<file path="src/hw/rtl/tcw_pkg.sv">
`default_nettype none
package tcw_pkg;

  localparam int DEF_SCREEN_ROWS = 24;
  localparam int DEF_SCREEN_COLS = 80;
  localparam int CELL_W          = 16;

  localparam logic [CELL_W-1:0] BLANK_CELL   = 16'h0700;
  localparam logic [7:0]        NEWLINE_CODE = 8'd10;

  localparam logic [1:0] MODE_APPEND = 2'd0;
  localparam logic [1:0] MODE_CLEAR  = 2'd1;
  localparam logic [1:0] MODE_READ   = 2'd2;

  typedef struct packed {
    logic [1:0] mode;
    logic [7:0] char_code;
    logic [7:0] color;
    logic [4:0] read_row;
    logic [6:0] read_col;
  } in_item_t;

  typedef struct packed {
    logic [4:0] cursor_row;
    logic [6:0] cursor_col;
    logic [7:0] cell_char;
    logic [7:0] cell_attr;
  } out_item_t;

endpackage
`default_nettype wire

</file>
<file path="src/hw/rtl/tcw_ctrl.sv">
`default_nettype none
module tcw_ctrl
  import tcw_pkg::*;
#(
  parameter int ROWS = DEF_SCREEN_ROWS,
  parameter int COLS = DEF_SCREEN_COLS,
  parameter int AW   = $clog2(DEF_SCREEN_ROWS * DEF_SCREEN_COLS)
) (
  input  wire logic              clk,
  input  wire logic              rst,
  input  wire logic              start,
  output logic                   busy,
  input  wire in_item_t          cmd,
  output logic                   done,
  output out_item_t              result,
  output logic                   mem_we,
  output logic      [AW-1:0]     mem_waddr,
  output logic      [CELL_W-1:0] mem_wdata,
  output logic      [AW-1:0]     mem_raddr,
  input  wire logic [CELL_W-1:0] mem_rdata
);

  localparam int CELLS     = ROWS * COLS;
  localparam int RW        = $clog2(ROWS);
  localparam int CW        = $clog2(COLS);
  localparam int COPY_LAST = (ROWS - 1) * COLS - 1;

  typedef enum logic [2:0] {
    S_IDLE,
    S_RD_WAIT,
    S_RD_OUT,
    S_COPY,
    S_DRAIN,
    S_FILL
  } state_t;

  state_t          state;
  logic [RW-1:0]   cur_row;
  logic [CW-1:0]   cur_col;
  logic [AW-1:0]   sweep;
  logic            report;
  // copy pipeline: read issued (pv1), read data ready (pv2)
  logic            pv1, pv2;
  logic [AW-1:0]   pa1, pa2;

  logic [RW:0]     row_inc;
  logic [CW:0]     col_inc;
  logic            is_nl;
  logic            col_wrap;
  logic [RW:0]     row_tmp;
  logic            need_scroll;
  logic [RW-1:0]   app_row;
  logic [CW-1:0]   app_col;
  logic [AW-1:0]   wr_addr;
  logic [AW-1:0]   rd_addr;
  logic            rd_in_range;

  assign busy = (state != S_IDLE);

  always_comb begin
    row_inc     = {1'b0, cur_row} + (RW+1)'(1);
    col_inc     = {1'b0, cur_col} + (CW+1)'(1);
    is_nl       = (cmd.char_code == NEWLINE_CODE);
    col_wrap    = is_nl || (32'(col_inc) >= COLS);
    app_col     = col_wrap ? '0 : col_inc[CW-1:0];
    row_tmp     = col_wrap ? row_inc : {1'b0, cur_row};
    need_scroll = (32'(row_tmp) >= ROWS);
    app_row     = need_scroll ? RW'(ROWS - 1) : row_tmp[RW-1:0];
    wr_addr     = AW'(32'(cur_row) * COLS + 32'(cur_col));
    rd_in_range = (32'(cmd.read_row) < ROWS) && (32'(cmd.read_col) < COLS);
    rd_addr     = AW'(32'(cmd.read_row) * COLS + 32'(cmd.read_col));
  end

  always_ff @(posedge clk) begin
    if (rst) begin
      state   <= S_FILL;
      sweep   <= '0;
      report  <= 1'b0;
      cur_row <= '0;
      cur_col <= '0;
      done    <= 1'b0;
      mem_we  <= 1'b0;
      pv1     <= 1'b0;
      pv2     <= 1'b0;
    end else begin
      done   <= 1'b0;
      mem_we <= 1'b0;
      pv1    <= 1'b0;
      pv2    <= pv1;
      pa2    <= pa1;
      if (pv2) begin
        mem_we    <= 1'b1;
        mem_waddr <= pa2;
        mem_wdata <= mem_rdata;
      end

      unique case (state)
        S_IDLE: begin
          if (start) begin
            result.cursor_row <= 5'(cur_row);
            result.cursor_col <= 7'(cur_col);
            result.cell_char  <= '0;
            result.cell_attr  <= '0;
            unique case (cmd.mode)
              MODE_APPEND: begin
                if (cmd.char_code != '0) begin
                  cur_row <= app_row;
                  cur_col <= app_col;
                  if (!is_nl) begin
                    mem_we    <= 1'b1;
                    mem_waddr <= wr_addr;
                    mem_wdata <= {cmd.color, cmd.char_code};
                  end
                  if (need_scroll) begin
                    state <= S_COPY;
                    sweep <= '0;
                  end else begin
                    done              <= 1'b1;
                    result.cursor_row <= 5'(app_row);
                    result.cursor_col <= 7'(app_col);
                  end
                end else begin
                  done <= 1'b1;
                end
              end
              MODE_CLEAR: begin
                cur_row <= '0;
                cur_col <= '0;
                sweep   <= '0;
                report  <= 1'b1;
                state   <= S_FILL;
              end
              MODE_READ: begin
                if (rd_in_range) begin
                  mem_raddr <= rd_addr;
                  state     <= S_RD_WAIT;
                end else begin
                  done <= 1'b1;
                end
              end
              default: begin
                done <= 1'b1;
              end
            endcase
          end
        end

        S_RD_WAIT: begin
          state <= S_RD_OUT;
        end

        S_RD_OUT: begin
          done              <= 1'b1;
          result.cursor_row <= 5'(cur_row);
          result.cursor_col <= 7'(cur_col);
          result.cell_char  <= mem_rdata[7:0];
          result.cell_attr  <= mem_rdata[15:8];
          state             <= S_IDLE;
        end

        // one row up: read cell one row below, write it back through the pv1/pv2 pipeline
        S_COPY: begin
          mem_raddr <= AW'(32'(sweep) + COLS);
          pv1       <= 1'b1;
          pa1       <= sweep;
          if (sweep == AW'(COPY_LAST)) begin
            state <= S_DRAIN;
          end else begin
            sweep <= sweep + AW'(1);
          end
        end

        S_DRAIN: begin
          if (!pv1 && !pv2) begin
            state  <= S_FILL;
            sweep  <= AW'(COPY_LAST + 1);
            report <= 1'b1;
          end
        end

        S_FILL: begin
          mem_we    <= 1'b1;
          mem_waddr <= sweep;
          mem_wdata <= BLANK_CELL;
          if (sweep == AW'(CELLS - 1)) begin
            state             <= S_IDLE;
            done              <= report;
            result.cursor_row <= 5'(cur_row);
            result.cursor_col <= 7'(cur_col);
            result.cell_char  <= '0;
            result.cell_attr  <= '0;
          end else begin
            sweep <= sweep + AW'(1);
          end
        end

        default: begin
          state <= S_IDLE;
        end
      endcase
    end
  end

endmodule
`default_nettype wire
</file>
<file path="config.mk">
export PLATFORM = sky130hd
export DESIGN_NAME = tcw_ctrl
export DESIGN_NICKNAME = d
export VERILOG_FILES = /design/src/hw/rtl/tcw_pkg.sv /design/src/hw/rtl/tcw_ctrl.sv
export SDC_FILE = /design/constraint.sdc
export NUM_CORES = 1
export LEC_CHECK = 0
export BUFFER_PORTS_ARGS = -buffer_cell sky130_fd_sc_hd__buf_4
export CAP_MARGIN = 20
export CORE_MARGIN = 10
export CORE_UTILIZATION = 35
export CTS_BUF_LIST = sky130_fd_sc_hd__clkbuf_4
export DETAILED_ROUTE_END_ITERATION = 8
export GPL_ROUTABILITY_DRIVEN = 0
export PLACE_DENSITY = 0.58
export SLEW_MARGIN = 20
export SYNTH_ARGS = -nofsm -noshare
export SYNTH_HDL_FRONTEND = slang
export SYNTH_SLANG_ARGS = --single-unit
</file>
<file path="constraint.sdc">
create_clock -name clk -period 4.2 [get_ports clk]
set_clock_uncertainty 0.15 [all_clocks]
set_input_delay 0.63 -clock clk [delete_from_list [all_inputs] [get_ports clk]]
set_output_delay 0.63 -clock clk [all_outputs]
set_load 0.01 [all_outputs]
</file>
==> results.yml <==
die:
  core_sq_um: 18090
  die_w_um: 156.2
  initial_core_util: 0.3592
  die-area_sq_um: 24410
  io_pins: 118
  std_cell_rows: 49
  die-height_um: 156.2
clock_network:
  clk_pin_slew_worst_paths_ps: 110
  tritoncts: "yes"
  cts_sinks: 119
  postCtsSetupRepairBufs: 0
  root_buffer: "clkbuf_4"
  ctsResizeCount: 0
  h-tree-depth: 4
  cts_buffers: 17
  clockBufferDepth: 2
  clock_latency_ps: 550
  cts-hold-fix-buffers: 0
final_layout:
  layout_commonest_cell: "buf_4"
  drive_gt1_frac: 0.2517
  finalNonFillerCells: 957
  multi_input_area_sq_um: 2997
  fillers: 1734
  nets: 795
  seq_area_sq_um: 3264
  layout.cells.most_common_list: "125 x buf_4, 88 x edfxtp_1, 51 x nor2_1, 47 x nand2_1, 41 x o21ai_0"
  area_growth_pct: 19.93
sta:
  rsz0062_at_grt: "false"
  max_clock_freq_ghz: 0.2890
  slew_violations: 0
  fin_tns_setup_ps: 0
  period_share: 0.8239
  min_period_ps: 3460
  finalHoldViolations: 0
  worst_pin_slew_ps: 989.2
  finalSetupViolations: 0
  maxSlewHeadroom: 0.3381
critical_path:
  critPathLaunchType: "flip-flop"
  crit_fanout: 20
  criticalPathCategory: "reg2reg"
  end_kind: "flip-flop"
  cp.required_ps: 4400
  critPathArrivalTime_ps: 3660
global_route:
  use_met3: 0.05126
  grt_max_degree: 37
  met2_usage: 0.2389
  grt_pass1_vias: 5289
  grtUsageTotal: 0.1520
  antenna_found_initial: 1
  grt_overflow: 0
  gr-max-usage-layer: "met2"
  grtUsageMet1: 0.1899
  grt_pass1_wl_um: 29140
detailed_routing:
  drtIter0Drc: 601
  ant_nets: 0
  routed_wl_um: 18570
  wl_per_cell_um: 19.41
  dr.pass1.iters: 6
  routed_via_density: 5.493
  drc_errors: 0
  vias: 5257
power_and_ir_drop:
  p_leak_nw: 3.048
  clkPwrFrac: 0.214
  power_density_nw_per_um2: 437.0
  switching_share: 0.3654
  ir_drop_mv: 0.1660
  p_int_mw: 2.161
  power_frac_comb: 0.308
  switchingPower_mw: 1.244
  pwr-share-seq: 0.478
synthesis:
  synthSimpleGateAreaFrac: 0.1450
  synth_nets: 690
  synth_top_flop_cell: "edfxtp_1"
  synth_edf_count: 88
  synthXorXnorAreaFrac: 0.02966
  synth_fa_ha_area_frac: 0.06626
  yosysSeqAreaShare: 0.5023
  synthArstFlopShare: 0
  ys_seq_elements: 119
  ys_types: 65
  postSynthAreaPerCell_sq_um: 10.67
  synth_top_family_by_area: "compound AO/OA/AOI/OAI gates"
  syn_inst: 609
  muxShareOfSynthArea: 0.05547
  synth_compound_area_frac: 0.1635
  syn_area_sq_um: 6496
  synth_warnings: 0
min_path:
  min_path_type: "in2reg"
place:
  port_buffers: 117
  hpwlAfterDp_um: 13540
  dp_cells: 924
outcome:
  outcome: "finished, final reports clean"
flow_run:
  drv_cap: 0
## cells in the mapped netlist (13+ instances only)
cell | n | area (sq um)
mux2i_1 | 27 | 270.3
o31ai_1 | 17 | 127.6
ha_1 | 28 | 350.3
nand3_1 | 24 | 120.1
o21ai_0 | 41 | 205.2
edfxtp_1 | 88 | 2643
clkbuf_1 | 24 | 90.09
inv_1 | 17 | 63.81
a22oi_1 | 13 | 97.59
nor2_1 | 53 | 198.9
and3_1 | 25 | 156.4
a21oi_1 | 31 | 155.2
dfxtp_1 | 31 | 620.6
nand2_1 | 47 | 176.4
## per-layer routing
metal  share of wire  vias up
met1            0.45     2495
li1                -     2497
met4           0.022        0
met3           0.081       32
met5               0        -
met2            0.45      233
## state kept, by name (all words and copies together) (netlist names)
signal	count
result	28
mem_waddr	11
cur_row	5
report	1
done	1
mem_wdata	16
mem_we	1
cur_col	7
mem_raddr	11
sweep	11
state	3
pa2	11
pv2	1
pv1	1
pa1	11
## power groups by stage
stage	clock, mW	sequential (mW)	combinational (mW)
final	0.730	1.63	1.05
after global routing	0.811	1.65	1.16
after CTS	0.758	1.63	1.05
after detailed placement	0	1.65	1.05
after global placement	0	1.65	1.03
after floorplan	0	1.60	0.666
## path summary, 6_finish.rpt
path                                 from                       to  slack, ps  cells past startpoint
setup / recovery  cur_col[1]$_SDFFE_PP0P_     result[22]$_DFFE_PP_        740                      8
hold / removal                    cmd[19]  mem_wdata[15]$_DFFE_PN_        210                      3
setup reg to reg  cur_col[1]$_SDFFE_PP0P_     result[22]$_DFFE_PP_        740                      8
hold reg to reg          pa1[6]$_DFFE_PP_         pa2[6]$_DFFE_PN_        270                      0
## kinds of logic after synthesis
| kind of cell | Yosys count |
|---|---|
| AOI/OAI and AO/OA | 153 |
| xor gates and xnor gates | 22 |
| adders and majority gates | 32 |
| buffers and inverters | 56 |
| DFF | 119 |
| muxes | 35 |
| and+or+nand+nor | 192 |
## cell type report
cell class | count | area share
Sequential cell | 119 | 0.4190
Multi-Input combinational cell | 434 | 0.3846
Timing Repair Buffer | 125 | 0.1204
Tap cell | 229 | 0.03678
Clock buffer | 17 | 0.01638
Clock inverter | 15 | 0.01429
Inverter | 17 | 0.008190
Antenna cell | 1 | 0.0003212
## worst max-delay path, cell delays in order (launching register included)
cell and delay, ps:
dfxtp_1 520, ha_1 370, a21boi_0 220, a21oi_1 110, o211ai_2 670, a31o_4 300, nand3_2 210, or2_0 400
o31ai_1 310
## stage by stage
stage | worst slack, ps | cell area, sq um | total power, mW | hold slack, ps | utilization
2_1_floorplan | 971.1 | 6496 | 2.264 | 250.3 | -
3_3_place_gp | 1015 | 7547 | 2.674 | 251.1 | 0.4173
3_5_place_dp | 838.7 | 7550 | 2.701 | 255.4 | 0.4174
4_1_cts | 798.5 | 7789 | 3.440 | 173.9 | 0.4306
5_1_grt | 466.2 | 7791 | 3.621 | 160.4 | 0.4308
6_report | 739.8 | 7791 | 3.405 | 210.8 | 0.4308
Note: power is estimated with default switching activity, not from simulation.
